===== src/rtl/core/assert_macros.svh =====
// Assertion helpers used by the top-level RTL file.
`ifndef ASSERT_MACROS_SVH
`define ASSERT_MACROS_SVH

// Same-cycle implication, checked on the rising edge, off during reset.
`define ASSERT_IMPLIES(label, clock, reset, ante, cons, msg) \
  label: assert property (@(posedge clock) disable iff (reset) (ante) |-> (cons)) \
    else $error(msg);

// Next-cycle implication, checked on the rising edge, off during reset.
`define ASSERT_NEXT(label, clock, reset, ante, cons, msg) \
  label: assert property (@(posedge clock) disable iff (reset) (ante) |=> (cons)) \
    else $error(msg);

`endif


===== src/rtl/core/dit_pkg.sv =====
`default_nettype none

package dit_pkg;

  localparam int NUM_SOURCES       = 6;
  localparam int TIMER_SRC         = 3;
  localparam int DEF_STACK_LEVELS  = 8;

  localparam logic [5:0]  ENABLE_RESET = 6'd9;
  localparam logic [15:0] PERIOD_RESET = 16'hFFFF;
  localparam logic [15:0] TIMER_RESET  = 16'hFFFF;

  // Interrupt vectors, in priority order
  localparam logic [15:0] VEC_INT0     = 16'h0002;
  localparam logic [15:0] VEC_INT1     = 16'h0004;
  localparam logic [15:0] VEC_INT2     = 16'h0006;
  localparam logic [15:0] VEC_TIMER    = 16'h0018;
  localparam logic [15:0] VEC_RECEIVE  = 16'h001A;
  localparam logic [15:0] VEC_TRANSMIT = 16'h001C;

  // Configuration register indexes
  typedef enum logic [0:0] {
    CFG_ENABLE_MASK  = 1'b0,
    CFG_TIMER_PERIOD = 1'b1
  } cfg_reg_t;

  // One boundary step as it arrives
  typedef struct packed {
    logic [5:0]  raise_flags;
    logic [15:0] next_pc;
    logic        enter_idle;
    logic        set_global_mask;
    logic        clear_global_mask;
  } item_t;

  // One boundary result
  typedef struct packed {
    logic [15:0] exec_pc;
    logic        executes;
    logic        took_interrupt;
    logic [5:0]  flags_now;
    logic [15:0] timer_now;
    logic        timer_irq_pending;
    logic        global_mask_now;
    logic [15:0] stack_top;
    logic [3:0]  stack_used;
  } res_t;

  // Vector for a one-hot grant over the six sources
  function automatic logic [15:0] vector_of(input logic [NUM_SOURCES-1:0] grant);
    logic [15:0] vec;
    vec = '0;
    case (grant)
      6'b000001: vec = VEC_INT0;
      6'b000010: vec = VEC_INT1;
      6'b000100: vec = VEC_INT2;
      6'b001000: vec = VEC_TIMER;
      6'b010000: vec = VEC_RECEIVE;
      6'b100000: vec = VEC_TRANSMIT;
      default:   vec = '0;
    endcase
    return vec;
  endfunction

endpackage

`default_nettype wire


===== src/rtl/core/dit_in_reg.sv =====
`default_nettype none

module dit_in_reg
  import dit_pkg::*;
(
  input  wire logic  clk,
  input  wire logic  rst,
  input  wire item_t in_item,
  input  wire logic  in_valid,
  output logic       in_ready,
  output item_t      item,
  output logic       item_valid,
  input  wire logic  item_ready
);

  // Take a new transfer when empty or when the held item moves on
  assign in_ready = !item_valid || item_ready;

  // Hold valid across stalls, drop it once consumed
  always_ff @(posedge clk) begin
    if (rst) begin
      item_valid <= 1'b0;
    end else if (in_valid && in_ready) begin
      item_valid <= 1'b1;
    end else if (item_ready) begin
      item_valid <= 1'b0;
    end
  end

  // Capture payload on each accepted transfer
  always_ff @(posedge clk) begin
    if (in_valid && in_ready) begin
      item <= in_item;
    end
  end

endmodule

`default_nettype wire


===== src/rtl/core/dit_core.sv =====
`default_nettype none

module dit_core
  import dit_pkg::*;
#(
  parameter int STACK_LEVELS = DEF_STACK_LEVELS
) (
  input  wire logic        clk,
  input  wire logic        rst,
  input  wire item_t       item,
  input  wire logic        item_valid,
  output logic             item_ready,
  input  wire logic [5:0]  enable_mask,
  input  wire logic [15:0] timer_period,
  output res_t             res,
  output logic             res_valid,
  input  wire logic        res_ready
);

  localparam int LEVEL_W = $clog2(STACK_LEVELS + 1);
  localparam logic [LEVEL_W-1:0] LEVEL_FULL = LEVEL_W'(STACK_LEVELS);

  // Architectural state
  logic [5:0]         flags;
  logic               gmask;
  logic               halted;
  logic [15:0]        tcount;
  logic               tevent;
  logic [LEVEL_W-1:0] level;
  logic [15:0]        stack [STACK_LEVELS];

  logic [5:0]         flags_raised;
  logic [5:0]         flags_fold;
  logic               gmask_req;
  logic               halt_req;
  logic [5:0]         pending;
  logic [5:0]         grant;
  logic               take;
  logic [5:0]         flags_next;
  logic               gmask_next;
  logic               halted_next;
  logic [15:0]        tcount_next;
  logic               tevent_next;
  logic [LEVEL_W-1:0] level_next;
  logic [15:0]        top_next;
  logic               fire;
  res_t               res_next;

  // Step when an item is held and the result register can take it
  assign item_ready = !res_valid || res_ready;
  assign fire       = item_valid && item_ready;

  // Apply raise, mask and idle requests, then fold the timer and arbitrate
  always_comb begin
    flags_raised = flags | item.raise_flags;
    gmask_req    = item.set_global_mask || (gmask && !item.clear_global_mask);
    halt_req     = halted || item.enter_idle;
    flags_fold   = flags_raised;
    flags_fold[TIMER_SRC] = flags_raised[TIMER_SRC] | tevent;
    pending      = gmask_req ? '0 : (flags_fold & enable_mask);
    grant        = pending & (~pending + 6'd1);
    take         = |pending;
    flags_next   = gmask_req ? flags_raised : (flags_fold & ~grant);
    gmask_next   = gmask_req || take;
    halted_next  = halt_req && !take;
  end

  // Tick the timer; a reload pends a timer event when the source is enabled
  always_comb begin
    tcount_next = (tcount == '0) ? timer_period : tcount - 16'd1;
    tevent_next = (tevent && !grant[TIMER_SRC]) ||
                  ((tcount_next == timer_period) && enable_mask[TIMER_SRC]);
  end

  // Push bookkeeping: saturate the level, the newest entry sits at slot zero
  always_comb begin
    if (take && (level != LEVEL_FULL)) begin
      level_next = level + LEVEL_W'(1);
    end else begin
      level_next = level;
    end
    if (take) begin
      top_next = item.next_pc;
    end else if (level == '0) begin
      top_next = '0;
    end else begin
      top_next = stack[0];
    end
  end

  // Assemble the result
  always_comb begin
    res_next.exec_pc           = take ? vector_of(grant) : item.next_pc;
    res_next.executes          = !halted_next;
    res_next.took_interrupt    = take;
    res_next.flags_now         = flags_next;
    res_next.timer_now         = tcount_next;
    res_next.timer_irq_pending = tevent_next;
    res_next.global_mask_now   = gmask_next;
    res_next.stack_top         = top_next;
    res_next.stack_used        = 4'(level_next);
  end

  // Control state
  always_ff @(posedge clk) begin
    if (rst) begin
      flags  <= '0;
      gmask  <= 1'b0;
      halted <= 1'b0;
      tcount <= TIMER_RESET;
      tevent <= 1'b0;
      level  <= '0;
    end else if (fire) begin
      flags  <= flags_next;
      gmask  <= gmask_next;
      halted <= halted_next;
      tcount <= tcount_next;
      tevent <= tevent_next;
      level  <= level_next;
    end
  end

  // Return stack: shift on push, the oldest entry falls off the end
  always_ff @(posedge clk) begin
    if (fire && take) begin
      stack[0] <= item.next_pc;
      for (int i = 1; i < STACK_LEVELS; i++) begin
        stack[i] <= stack[i-1];
      end
    end
  end

  // Result register
  always_ff @(posedge clk) begin
    if (rst) begin
      res_valid <= 1'b0;
    end else if (fire) begin
      res_valid <= 1'b1;
    end else if (res_ready) begin
      res_valid <= 1'b0;
    end
  end

  always_ff @(posedge clk) begin
    if (fire) begin
      res <= res_next;
    end
  end

endmodule

`default_nettype wire


===== src/rtl/core/dsp_interrupt_timer_boundary_unit.sv =====
// Channel   Dir  Width  Contents
// s_axis    in   32     one instruction boundary step
// m_axis    out  64     boundary result, one per step
// cfg       in   16     enable mask (index 0), timer period (index 1)
//
// One step per clock unless m_axis_tready stalls: input register, one pass of logic,
// result register. A step passes the input register and then the result register
// before its result is offered on m_axis.
// Flag, mask, timer and stack state update in the cycle a step enters the
// result register; m_axis_tready low stalls the result register and, through
// it, the input register.
// Synchronous reset clears valids, flags, mask, halt, stack level and the
// timer event; the timer count restarts at 0xFFFF.
`default_nettype none

`include "assert_macros.svh"

module dsp_interrupt_timer_boundary_unit
  import dit_pkg::*;
#(
  parameter int STACK_LEVELS = DEF_STACK_LEVELS
) (
  input  wire logic        clk,
  input  wire logic        rst,
  // raise_flags[5:0], next_pc[21:6], enter_idle[22], set_global_mask[23],
  // clear_global_mask[24], zero[31:25]
  input  wire logic [31:0] s_axis_tdata,
  input  wire logic        s_axis_tvalid,
  output logic             s_axis_tready,
  // exec_pc[15:0], executes[16], took_interrupt[17], flags_now[23:18],
  // timer_now[39:24], timer_irq_pending[40], global_mask_now[41],
  // stack_top[57:42], stack_used[61:58], zero[63:62]
  output logic [63:0]      m_axis_tdata,
  output logic             m_axis_tvalid,
  input  wire logic        m_axis_tready,
  input  wire logic        cfg_we,
  input  wire logic [0:0]  cfg_index,
  input  wire logic [15:0] cfg_data
);

  logic [5:0]  enable_mask;
  logic [15:0] timer_period;
  item_t       in_item;
  item_t       item;
  logic        item_valid;
  logic        item_ready;
  res_t        res;
  logic        res_valid;

  // Configuration registers
  always_ff @(posedge clk) begin
    if (rst) begin
      enable_mask  <= ENABLE_RESET;
      timer_period <= PERIOD_RESET;
    end else if (cfg_we) begin
      unique case (cfg_reg_t'(cfg_index))
        CFG_ENABLE_MASK:  enable_mask  <= cfg_data[5:0];
        CFG_TIMER_PERIOD: timer_period <= cfg_data;
        default:          ;
      endcase
    end
  end

  // Unpack the input transfer
  assign in_item.raise_flags       = s_axis_tdata[5:0];
  assign in_item.next_pc           = s_axis_tdata[21:6];
  assign in_item.enter_idle        = s_axis_tdata[22];
  assign in_item.set_global_mask   = s_axis_tdata[23];
  assign in_item.clear_global_mask = s_axis_tdata[24];

  dit_in_reg u_in_reg (
    .clk        (clk),
    .rst        (rst),
    .in_item    (in_item),
    .in_valid   (s_axis_tvalid),
    .in_ready   (s_axis_tready),
    .item       (item),
    .item_valid (item_valid),
    .item_ready (item_ready)
  );

  dit_core #(
    .STACK_LEVELS (STACK_LEVELS)
  ) u_core (
    .clk          (clk),
    .rst          (rst),
    .item         (item),
    .item_valid   (item_valid),
    .item_ready   (item_ready),
    .enable_mask  (enable_mask),
    .timer_period (timer_period),
    .res          (res),
    .res_valid    (res_valid),
    .res_ready    (m_axis_tready)
  );

  // Pack the result transfer
  assign m_axis_tvalid = res_valid;
  assign m_axis_tdata  = {2'b00, res.stack_used, res.stack_top, res.global_mask_now,
                          res.timer_irq_pending, res.timer_now, res.flags_now,
                          res.took_interrupt, res.executes, res.exec_pc};

  `ASSERT_IMPLIES(a_take_sets_mask, clk, rst, res_valid && res.took_interrupt, res.global_mask_now && res.executes, "interrupt taken without mask set or with halt held")
  `ASSERT_IMPLIES(a_in_no_overrun, clk, rst, s_axis_tvalid && s_axis_tready, !item_valid || item_ready, "input transfer overwrote a held step")
  `ASSERT_NEXT(a_step_gives_result, clk, rst, item_valid && item_ready, res_valid, "step taken but no result followed")

endmodule

`default_nettype wire

===== config.mk =====
export PLATFORM = sky130hd
export DESIGN_NAME = dsp_interrupt_timer_boundary_unit
export DESIGN_NICKNAME = d
export VERILOG_FILES = /design/src/rtl/core/dit_pkg.sv /design/src/rtl/core/dit_in_reg.sv /design/src/rtl/core/dit_core.sv /design/src/rtl/core/dsp_interrupt_timer_boundary_unit.sv
export VERILOG_INCLUDE_DIRS = /design/src /design/src/rtl/core
export SDC_FILE = /design/constraint.sdc
export NUM_CORES = 1
export LEC_CHECK = 0
export BUFFER_PORTS_ARGS = -buffer_cell sky130_fd_sc_hd__clkbuf_2
export CORE_UTILIZATION = 45
export CTS_CLUSTER_DIAMETER = 40
export DETAILED_ROUTE_END_ITERATION = 8
export GPL_TIMING_DRIVEN = 0
export PLACE_DENSITY_LB_ADDON = 0.1
export RECOVER_POWER = 50
export SKIP_CTS_REPAIR_TIMING = 1
export SKIP_LAST_GASP = 1
export SYNTH_ARGS = -nofsm -noshare
export SYNTH_HDL_FRONTEND = slang
export SYNTH_HIERARCHICAL = 1
export SYNTH_SLANG_ARGS = --single-unit

===== constraint.sdc =====
create_clock -name clk -period 6.2 [get_ports clk]
set_clock_uncertainty 0.05 [all_clocks]
set_input_delay 0 -clock clk [delete_from_list [all_inputs] [get_ports clk]]
set_output_delay 0 -clock clk [all_outputs]
set_load 0.02 [all_outputs]

======== After elaboration in Yosys (flattened, before gate mapping) ========
Memories as Yosys holds them, arrays and structs flattened.
Index checks and enable logic that the tools add are counted.
cells by class
  divide/modulo/power cells ............... 0
  multipliers ............................. 0
  shift-type cells ........................ 0
  mux-type cells .......................... 14
  eq/ne operators ......................... 8
  bitwise logic cells ..................... 8
  add/subtract/negate cells ............... 3
  $lt $le $gt $ge ......................... 0
  reduce and logical (&&, ||, !) cells .... 27
operators with widths
  kind                                                  count
  two-way mux 16 bit                                    4
  case mux 5 bit (6 select lines)                       1
  AND 6 bit                                             3
  equality test 16 bit                                  1
  zero test 16 bit                                      1
  subtractor 16 x 1 -> 16 bit (second input constant)   1
  two-way mux 6 bit                                     2
  inverter 6 bit                                        2
  logical AND 1 bit                                     8
  adder 6 x 1 -> 6 bit (second input constant)          1
  equality test 6 x 1 -> 1 bit (second input constant)  1
  equality test 6 x 2 -> 1 bit (second input constant)  1
  equality test 6 x 3 -> 1 bit (second input constant)  1
  equality test 6 x 4 -> 1 bit (second input constant)  1
  equality test 6 x 5 -> 1 bit (second input constant)  1
  equality test 6 bit (second input constant)           1
  zero test 1 bit                                       6
  logical OR 1 bit                                      6
  two-way mux 1 bit                                     6
  bitwise OR 6 bit                                      1
  OR reduction 6 bit                                    1
  adder 4 x 1 -> 4 bit (second input constant)          1
  zero test 4 bit                                       1
  two-way mux 4 bit                                     1
  other kinds (5)                                       7
word-level totals
  RAM bits ................................ 128
  word-level logic and storage cells ...... 85
  register bits ........................... 140
  latch bits .............................. 0
  output and inout bits ................... 66
  memory bits (read-only) ................. 0
  memories ................................ 1
memory list
  memory        depth  bits a word  rd ports  clocked after memory_dff  wr ports  RTL line        RTL
  u_core.stack  8      16           7         0                         8         dit_core.sv:30  logic [15:0] stack [STACK_LEVELS];

======== Depth between registers and ports, before layout ========
Gate-level depths: netlist of run 1.
  depth after elaboration ................. 10
  mapped depth ............................ 9

======== Modules after synthesis ========
The synthesis of run 1 kept the hierarchy.
modules (own cells, without submodules)
  module                             seq. area each (µm²)  cells each  instances  area each (µm²)
  dit_core                           2942.8                467         1          5072.4
  dsp_interrupt_timer_boundary_unit  440.4                 85          1          919.6
  dit_in_reg                         770.7                 30          1          805.8

======== Worst setup path after synthesis of run 1 ========
No wires, ideal clock.
  path type ............................... reg2reg
  from .................................... reg u_core.res_valid
  to ...................................... reg u_core/res[0] (netlist name)
  data arrival time ....................... 2.906 ns
  clock period less this slack ............ 3.406 ns
  buffers on the path ..................... 2
  slack ................................... 2.794 ns
  stages on the path, launching flop included .. 6
  cells stage by stage .................... dfxtp_1 -> nand2b_1 -> nand2_1 -> inv_1 -> clkbuf_1 -> buf_1
on the way
  word-level cells in the longest chain between the ends .. 3
ends and longest elaborated chain
  element                 RTL line                                 RTL
  start, declared         dit_core.sv:16                           output logic res_valid,
  start signal, assigned  dit_core.sv:136                          res_valid <= 1'b0;
  start signal, assigned  dit_core.sv:138                          res_valid <= 1'b1;
  start signal, assigned  dit_core.sv:140                          res_valid <= 1'b0;
  zero test 1 bit         dit_core.sv:50                           assign item_ready = !res_valid || res_ready;
  logical OR 1 bit        dit_core.sv:50
  via item_ready          dsp_interrupt_timer_boundary_unit.sv:46  logic item_ready;
  logical AND 1 bit       dit_core.sv:51                           assign fire = item_valid && item_ready;
  via u_core.fire         dit_core.sv:46                           logic fire;
The timed path passes the listed nets, and every way through them passes these cells.
A chain may end at the register's enable or synchronous reset.

==> impl_metrics.env, run 1 <==
export IMPL_die_w_microns=125
export IMPL_routabilityCongestion=0.844
export IMPL_path_delay_family="simple AND/OR/NAND/NOR gates"
export IMPL_hold_violations=4
export IMPL_critPathLaunchType="flip-flop"
export IMPL_cpMaxStageDelayCell="nor4b_1"
export IMPL_clock_sinks=156
export IMPL_worst_pin_slew_ns=1.86
export IMPL_irDropWorstVdd_uv=196
export IMPL_status="complete, but fails checks"
export IMPL_layout_drive_gt1_share=0.151
export IMPL_yosys_warnings=6
export IMPL_overflow=0
export IMPL_arrival_ns=2.90
export IMPL_dr_pass1_iters=7
export IMPL_power_density_nw_per_um2=287
export IMPL_clk_pin_slew_ns=0.06
export IMPL_path_depth=4
export IMPL_synth_compound_area_frac=0.0968
export IMPL_synth_area_leaders="edfxtp_1 (45%), dfxtp_1 (16%), nor2_1 (3.7%)"
export IMPL_violations="DRC, hold timing, capacitance limit, slew limit"
export IMPL_synth_area_leader_cell="edfxtp_1"
export IMPL_layout_setup_ws_ns=3.31
export IMPL_synthesis_instances=582
export IMPL_die_area_sq_um=15600
export IMPL_clockBufferDepth=2
export IMPL_ys_types=70
export IMPL_finalSetupViolCount=0
export IMPL_grt_use_total=0.206
export IMPL_finalCritPeriodShare=0.467
export IMPL_grt_pass1_wl_mm=24.4
export IMPL_wirelength_mm=15.6
export IMPL_period_minus_slack_ns=2.89
export IMPL_fp_dieH_microns=125
export IMPL_cts_made_buffers=17
export IMPL_yosys_area_share_xor_xnor=0.0486
export IMPL_synth_ff_type="edfxtp_1"
export IMPL_crit_path_end_kind="flip-flop"
export IMPL_cp_max_fo=17
export IMPL_cp_cell_sequence="nor2b_1, nor4b_1, a211oi_2, nor2_2"
export IMPL_fp_row_count=44
export IMPL_synth_top_family_by_area="simple AND/OR/NAND/NOR gates"
export IMPL_cts_htree_levels=4
export IMPL_slowest_delay_ns=0.87
export IMPL_grt_max_degree=39
export IMPL_synthAdderAreaFrac=0.00736
export IMPL_syn_to_final_growth_pct=26.9
export IMPL_stdcell_area_sq_um=8630
export IMPL_slew_headroom=-0.238
export IMPL_drt_iter0_markers=319
export IMPL_drc=14
export IMPL_dp_hpwl_mm=10.7
export IMPL_synth_edf_count=103
export IMPL_fmax_mhz=346
export IMPL_worst_r2r_path_depth=4
export IMPL_min_path_type="input port to flip-flop"
export IMPL_antennaDiodeCount=0
export IMPL_synth_area_sq_um=6800
export IMPL_antenna_left=0
export IMPL_whs_ns=-0.0148
export IMPL_avgViaCountPerCell=5.19
export IMPL_r2r_setup_slack_ns=3.31
export IMPL_placed_area_sq_um=7600
export IMPL_fin_nets=824
export IMPL_synth_top_area_share=0.455
export IMPL_r2r_end="u_core/stack[0][3]$_DFFE_PP_"
export IMPL_yosys_area_share_simple=0.186
export IMPL_synth_area_per_cell_sq_um=11.7
export IMPL_crit_start="u_core/gmask$_SDFFE_PP0P_"
export IMPL_ys_seq_area_frac=0.611
export IMPL_cts_tree="yes"
export IMPL_synth_seq_cells=156
export IMPL_endpoint="u_core/stack[0][3]$_DFFE_PP_"
export IMPL_synthArstFlopShare=0
export IMPL_pre_cts_ws_ns=3.40
export IMPL_worst_path_buf_inv=0
export IMPL_final_cell_mix="edfxtp_1 (103), clkbuf_1 (88), nor2_1 (66), nand2_1 (63), dlygate4sd3_1 (55)"
export IMPL_coreArea_sq_um=14600
export IMPL_fin_util=0.589
export IMPL_crit_type="flip-flop to flip-flop"
export IMPL_rsz0062_at_grt="no"
export IMPL_grt_pass1_vias=4711
export IMPL_wire_per_inst_microns=16.2
export IMPL_required_ns=6.20
export IMPL_port_buffers=108
export IMPL_drv_slew=26
export IMPL_final_common_cell="edfxtp_1"
export IMPL_clockRootBuffer="clkbuf_16"
export IMPL_pin_count=120
export IMPL_initial_utilization=0.464
export IMPL_vias=4995
export IMPL_antenna_found_initial=0
export IMPL_finalSetupTns_ns=0
export IMPL_r2r_start="u_core/gmask$_SDFFE_PP0P_"
export IMPL_max_cap_violations=1
export IMPL_clock_latency_ns=0.43
export IMPL_power_leakage_nw=3.31
export IMPL_synthMuxAreaShare=0.0166
[worst register-to-register path: cells and delay by family (launching register included)]
family          cells  cell delay, ns
simple gates        3            1.83
flops               1            0.32
compound gates      1            0.31
[cell usage after synthesis (3+ instances only)]
library cell	n
or3_1	3
a211o_2	6
xnor3_1	3
o21bai_1	10
nand4_1	6
and2_1	16
buf_6	5
edfxtp_1	103
xnor2_1	21
a211o_1	12
nand3_1	21
nand2_1	63
nor2b_1	6
and3_1	10
nand2b_1	7
o21ai_0	13
ha_1	4
nor2_1	67
mux2i_1	9
buf_2	6
nand4bb_1	4
inv_1	9
buf_4	3
nor3b_1	3
xor2_1	9
dfxtp_1	53
clkbuf_1	17
a21oi_1	29
nor3_1	3
and3_2	5
nand4b_1	3
[metrics by stage]
| step | std cells | hold slack, ns | power, mW |
|---|---|---|---|
| CTS | 908 | -0.326 | 2.48 |
| detailed placement | 876 | 0.129 | 1.45 |
| global route | 963 | 0.0108 | 2.57 |
| floorplan | 583 | 0.0124 | 1.37 |
| global placement | 875 | 0.127 | 1.44 |
| finish | 963 | -0.0148 | 2.48 |
[metal layers]
metal / share of wire / vias up / wire (microns) / GRT usage
li1: - / 2450 / - / -
met1: 0.47 / 2363 / 7280 / 0.285
met2: 0.44 / 149 / 6920 / 0.309
met3: 0.065 / 33 / 1010 / 0.0528
met4: 0.028 / 0 / 435 / 0.0839
met5: 0 / - / 0 / 0
[state kept, by name (all words and copies together) (netlist names)]
register	flops
u_core/gmask	1
u_core/level	4
timer_period	16
u_core/tcount	16
u_core/stack	16
u_in_reg/item	25
u_core/res_valid	1
u_in_reg/item_valid	1
u_core/tevent	1
u_core/res	62
u_core/halted	1
u_core/flags	6
enable_mask	6
[logic make-up after synthesis]
family,count (synthesis)
compound gates,95
xor+xnor,33
fa+ha+maj,4
buf+inv,44
flops,156
mux,11
other cells,1
simple gates,238
[worst min path at each step]
stage	slack, ns	depth (start not counted)	start	end
after floorplan	0.01	1	rst	u_in_reg/item_valid$_SDFFE_PP0P_
after global placement	0.13	1	s_axis_tdata[13]	u_in_reg/item[10]$_DFFE_PP_
after detailed placement	0.13	1	s_axis_tdata[18]	u_in_reg/item[15]$_DFFE_PP_
after CTS	-0.33	1	s_axis_tdata[16]	u_in_reg/item[13]$_DFFE_PP_
after global routing	0.01	3	cfg_index	timer_period[7]$_SDFFE_PP1P_
final	-0.01	3	cfg_index	timer_period[11]$_SDFFE_PP1P_
[layout make-up]
class / count / area [sq um]
inverters: 10 / 37.5
fillers: 1265 / 6020
repair buffers: 164 / 1030
clock inverters: 11 / 136
clock buffers: 21 / 450
well taps: 184 / 230
flip-flops and latches: 156 / 4150
plain buffers: 34 / 176
multi-input cells: 383 / 2410
[power by group]
part / switching (mW) / internal (mW)
registers: 0.0327 / 1.17
logic: 0.145 / 0.103
clock network: 0.420 / 0.610
No activity file was read; power rests on OpenSTA's default activity.
==> inputs of run 2 (changes only) <==
- clock period: 6.2 -> 2.34 ns (I/O delays scaled with it)
==> run 2 against run 1 <==
- first-iteration DRC count fell by 0.63%
- highest routed layer unchanged
- non-clock buffer count is 11 higher
- cell area increased by 3.0%
- setup slack got worse by 3.3 ns
- the flow finishes with violations (DRC, setup timing)
- largest power group unchanged
- critical endpoint is now u_core/res[2]$_DFFE_PP_
- count of clock-buffer cells in the layout fell by 2
- via count rose by 2.6%
==> impl_metrics.env, run 2 (synthesis results as in run 1) <==
export IMPL_fin_util=0.607
export IMPL_clock_latency_ns=0.43
export IMPL_max_cap_violations=0
export IMPL_die_area_sq_um=15600
export IMPL_slew_headroom=0.151
export IMPL_crit_path_end_kind="flip-flop"
export IMPL_grt_use_total=0.211
export IMPL_fp_dieH_microns=125
export IMPL_initial_utilization=0.464
export IMPL_hold_path_startpoint="cfg_index"
export IMPL_avgViaCountPerCell=5.26
export IMPL_drv_slew=0
export IMPL_worst_r2r_path_depth=7
export IMPL_port_buffers=108
export IMPL_largest_register="u_core/res"
export IMPL_syn_to_final_growth_pct=30.7
export IMPL_clockBufferDepth=2
export IMPL_worst_pin_slew_ns=1.27
export IMPL_hold_violations=0
export IMPL_cp_max_fo=10
export IMPL_crit_start="u_in_reg/item[0]$_DFFE_PP_"
export IMPL_fin_nets=835
export IMPL_layout_setup_ws_ns=-0.0318
export IMPL_largest_reg_flops=62
export IMPL_clk_pin_slew_ns=0.06
export IMPL_routabilityCongestion=0.880
export IMPL_drc=8
export IMPL_power_density_nw_per_um2=738
export IMPL_power_total_mw=6.56
export IMPL_coreArea_sq_um=14600
export IMPL_cts_made_buffers=17
export IMPL_crit_type="flip-flop to flip-flop"
export IMPL_p_seq_frac=0.487
export IMPL_rsz0062_at_grt="yes"
export IMPL_status="complete, but fails checks"
export IMPL_power_leakage_nw=3.43
export IMPL_period_minus_slack_ns=2.37
export IMPL_min_path_type="input port to flip-flop"
export IMPL_wirelength_mm=16.6
export IMPL_critPathLaunchType="flip-flop"
export IMPL_switching_share=0.244
export IMPL_antenna_found_initial=0
export IMPL_reg_top3="u_core/res (62), u_in_reg/item (25)"
export IMPL_r2r_start="u_in_reg/item[0]$_DFFE_PP_"
export IMPL_finalSetupViolCount=1
export IMPL_final_cell_mix="edfxtp_1 (103), clkbuf_1 (80), nor2_1 (65), nand2_1 (63), dlygate4sd3_1 (50)"
export IMPL_violations="DRC, setup timing"
export IMPL_finalCritPeriodShare=1.01
export IMPL_antennaDiodeCount=0
export IMPL_wire_per_inst_microns=17.1
export IMPL_cts_htree_levels=4
export IMPL_grt_pass1_vias=4786
export IMPL_vias=5127
export IMPL_fmax_mhz=422
export IMPL_seqCellArea_sq_um=4170
export IMPL_layout_drive_gt1_share=0.208
export IMPL_r2r_end="u_core/res[2]$_DFFE_PP_"
export IMPL_fillCellCount=1226
export IMPL_multiInputGateArea_sq_um=2570
export IMPL_clockRootBuffer="clkbuf_16"
export IMPL_die_w_microns=125
export IMPL_final_common_cell="edfxtp_1"
export IMPL_antenna_left=0
export IMPL_power_frac_clock=0.408
export IMPL_endpoint="u_core/res[2]$_DFFE_PP_"
export IMPL_fp_row_count=44
export IMPL_dp_hpwl_mm=10.8
export IMPL_p_switching_mw=1.60
export IMPL_irDropWorstVdd_uv=511
export IMPL_r2r_setup_slack_ns=-0.03
export IMPL_comb_power_share=0.106
export IMPL_overflow=0
export IMPL_arrival_ns=2.50
export IMPL_cts_tree="yes"
export IMPL_dr_pass1_iters=7
export IMPL_required_ns=2.46
export IMPL_pin_count=120
export IMPL_grt_pass1_wl_mm=25.0
export IMPL_grt_max_degree=72
export IMPL_p_int_mw=4.96
export IMPL_drt_iter0_markers=317
export IMPL_clock_sinks=156
==> run 2: changes by cell type in the layout (fill, tap and decap cells not counted), moves of 4 or more <==
cell,previous run,this run
buf_4,3,23
clkbuf_1,88,80
dfxtp_1,53,48
dlygate4sd3_1,55,50
clkbuf_2,44,48
==> run 2: critical path: stages (launching register included) <==
cell	delay (ns)
edfxtp_1	0.42
nor2b_2	0.35
nor2_2	0.18
a211oi_4	0.43
inv_2	0.08
buf_4	0.18
nand2_1	0.08
mux2_2	0.35
==> run 2: how the worst min path moves through the flow <==
stage / slack (ns) / cells after the start / to
global placement: 0.13 / 1 / u_in_reg/item[9]$_DFFE_PP_
detailed placement: 0.13 / 1 / u_in_reg/item[1]$_DFFE_PP_
finish: 0.005 / 3 / timer_period[11]$_SDFFE_PP1P_
global route: 0.01 / 3 / timer_period[10]$_SDFFE_PP1P_
floorplan: 0.01 / 1 / u_in_reg/item_valid$_SDFFE_PP0P_
CTS: -0.32 / 1 / u_in_reg/item[1]$_DFFE_PP_
==> run 2: power by group through the flow <==
stage | combinational, mW | clock [mW] | sequential, mW
final | 0.694 | 2.67 | 3.19
after CTS | 0.604 | 2.73 | 3.19
after global routing | 0.757 | 2.83 | 3.20
after global placement | 0.586 | 0 | 3.24
after floorplan | 0.337 | 0 | 3.28
after detailed placement | 0.600 | 0 | 3.24
==> run 2: area by class of cell <==
cell class                      instances  share of cell area
Clock inverter                         13              0.0156
Clock buffer                           19              0.0487
Tap cell                              184              0.0259
Sequential cell                       156               0.469
Buffer                                 31              0.0210
Multi-Input combinational cell        383               0.290
Timing Repair Buffer                  178               0.126
Inverter                               10             0.00451
==> run 2: stage by stage <==
| step | setup slack, ns | instance area, sq um | hold WS [ns] | instances | setup TNS [ns] |
|---|---|---|---|---|---|
| after floorplan | 0.00458 | 6810 | 0.0124 | 583 | 0 |
| after global placement | -0.564 | 7580 | 0.129 | 875 | -52.52 |
| after detailed placement | -0.477 | 7580 | 0.129 | 875 | -25.15 |
| after CTS | -0.501 | 8150 | -0.324 | 907 | -27.15 |
| after global routing | -0.141 | 8880 | 0.00997 | 974 | -0.757 |
| final | -0.0318 | 8880 | 0.00500 | 974 | -0.0318 |
==> run 2: layer usage <==
metal	up-vias	GRT usage	share of wire
li1	2474	-	-
met1	2472	0.291	0.46
met2	155	0.320	0.46
met3	26	0.0515	0.056
met4	0	0.0868	0.022
met5	-	0	0
==> inputs of run 3 (changes only) <==
- clock period: 2.34 -> 2.9 ns (I/O delays scaled with it)
==> run 3 against run 2 <==
- the flow finishes with violations (DRC, hold timing)
- first-iteration DRC count down 24%
- global-route usage down 0.66 points
- cell area down 2.3%
- die area unchanged
- critical path depth unchanged
- cell count down 1.0%
- sequential power down 19%
- maximum frequency down 12%
- core utilization down 1.4 points
- critical path type unchanged
- critical endpoint is now u_core/res[21]$_DFFE_PP_
- highest routed layer unchanged
==> impl_metrics.env, run 3 (synthesis results as in run 1) <==
export IMPL_fp_row_count=44
export IMPL_power_frac_clock=0.432
export IMPL_cts_htree_levels=4
export IMPL_dr_pass1_iters=6
export IMPL_drc=14
export IMPL_path_depth=7
export IMPL_worst_pin_slew_ns=1.33
export IMPL_placed_area_sq_um=7580
export IMPL_pin_count=120
export IMPL_clock_sinks=156
export IMPL_fmax_mhz=370
export IMPL_final_common_cell="edfxtp_1"
export IMPL_p_int_mw=4.24
export IMPL_drt_iter0_markers=242
export IMPL_grt_pass1_vias=4651
export IMPL_max_cap_violations=0
export IMPL_cp_cell_sequence="clkbuf_1, nor4_4, nor3b_1, xnor3_1, nand2_1, or4_4, o21ai_1"
export IMPL_worst_r2r_path_depth=7
export IMPL_reg_top3="u_core/res (62), u_in_reg/item (25)"
export IMPL_comb_power_share=0.097
export IMPL_irDropWorstVdd_uv=437
export IMPL_largest_register="u_core/res"
export IMPL_die_w_microns=125
export IMPL_antenna_found_initial=0
export IMPL_violations="DRC, hold timing"
export IMPL_dp_hpwl_mm=10.6
export IMPL_final_cell_mix="edfxtp_1 (103), clkbuf_1 (87), nor2_1 (66), nand2_1 (63), dlygate4sd3_1 (59)"
export IMPL_routabilityCongestion=0.842
export IMPL_antennaDiodeCount=0
export IMPL_syn_to_final_growth_pct=27.7
export IMPL_cpMaxStageDelayCell="nor4_4"
export IMPL_pre_cts_ws_ns=0.115
export IMPL_slowest_delay_ns=0.56
export IMPL_slew_headroom=0.113
export IMPL_fp_dieH_microns=125
export IMPL_critPathLaunchType="flip-flop"
export IMPL_p_switching_mw=1.22
export IMPL_vias=4947
export IMPL_grt_pass1_wl_mm=24.3
export IMPL_required_ns=3.08
export IMPL_layout_drive_gt1_share=0.146
export IMPL_arrival_ns=2.88
export IMPL_stdcell_area_sq_um=8680
export IMPL_grt_use_total=0.204
export IMPL_clockRootBuffer="clkbuf_16"
export IMPL_status="complete, but fails checks"
export IMPL_wire_per_inst_microns=16.2
export IMPL_fillCellCount=1253
export IMPL_antenna_left=0
export IMPL_whs_ns=-0.0109
export IMPL_avgViaCountPerCell=5.13
export IMPL_overflow=0
export IMPL_cts_made_buffers=17
export IMPL_layout_setup_ws_ns=0.198
export IMPL_initial_utilization=0.464
export IMPL_crit_path_end_kind="flip-flop"
export IMPL_wirelength_mm=15.7
export IMPL_power_leakage_nw=3.33
export IMPL_min_path_type="input port to flip-flop"
export IMPL_cts_tree="yes"
export IMPL_period_minus_slack_ns=2.70
export IMPL_worst_path_buf_inv=1
export IMPL_p_seq_frac=0.471
export IMPL_finalCritPeriodShare=0.932
export IMPL_clockBufferDepth=2
export IMPL_clock_latency_ns=0.42
export IMPL_finalSetupViolCount=0
export IMPL_rsz0062_at_grt="no"
export IMPL_drv_slew=0
export IMPL_path_delay_family="simple AND/OR/NAND/NOR gates"
export IMPL_cp_max_fo=10
export IMPL_hold_violations=1
export IMPL_grt_max_degree=72
export IMPL_crit_type="flip-flop to flip-flop"
export IMPL_fin_nets=826
export IMPL_power_total_mw=5.46
export IMPL_largest_reg_flops=62
export IMPL_coreArea_sq_um=14600
export IMPL_power_density_nw_per_um2=629
export IMPL_hold_depth=3
export IMPL_die_area_sq_um=15600
export IMPL_port_buffers=108
export IMPL_switching_share=0.224
export IMPL_clk_pin_slew_ns=0.06
[run 3: cell type report]
class | instances | area, sq um | share of cell area
timing repair buffer | 167 | 1050 | 0.121
multi-input combinational | 383 | 2420 | 0.279
buffer | 33 | 160 | 0.0184
clock inverter | 12 | 194 | 0.0223
tap | 184 | 230 | 0.0265
inverter | 10 | 37.5 | 0.00432
sequential | 156 | 4150 | 0.479
clock buffer | 19 | 433 | 0.0499
[run 3: path summary, 6_finish.rpt]
path	startpoint	slack [ns]	endpoint
worst min-delay path	cfg_index	-0.01	timer_period[11]$_SDFFE_PP1P_
worst max register to register	u_core/tcount[4]$_SDFFE_PP1P_	0.20	u_core/res[21]$_DFFE_PP_
worst min register to register	u_in_reg/item[18]$_DFFE_PP_	0.42	u_core/stack[0][15]$_DFFE_PP_
worst max-delay path	u_core/tcount[4]$_SDFFE_PP1P_	0.20	u_core/res[21]$_DFFE_PP_
[run 3: metrics by stage]
step / utilization / setup TNS [ns] / instances
global route: 0.593 / 0 / 964
CTS: 0.560 / 0 / 906
finish: 0.593 / 0 / 964
floorplan: - / 0 / 583
detailed placement: 0.518 / 0 / 875
global placement: 0.518 / -21.51 / 875
[run 3: layer usage]
layer  vias up  part of all wire  track usage
li1       2451                 -            -
met1      2340              0.49        0.287
met2       142              0.45        0.305
met3        14             0.052       0.0610
met4         0             0.011       0.0624
met5         -                 0            0
[run 3: power groups by stage]
stage,combinational (mW),clock [mW],sequential [mW]
floorplan,0.272,0,2.65
global placement,0.471,0,2.62
detailed placement,0.480,0,2.62
CTS,0.484,2.40,2.57
global route,0.583,2.50,2.58
finish,0.531,2.36,2.57
[run 3: tightest hold or removal path, cell delays in order]
cell and delay [ns]:
clkbuf_2 0.17, and3_1 0.18, a211o_1 0.09
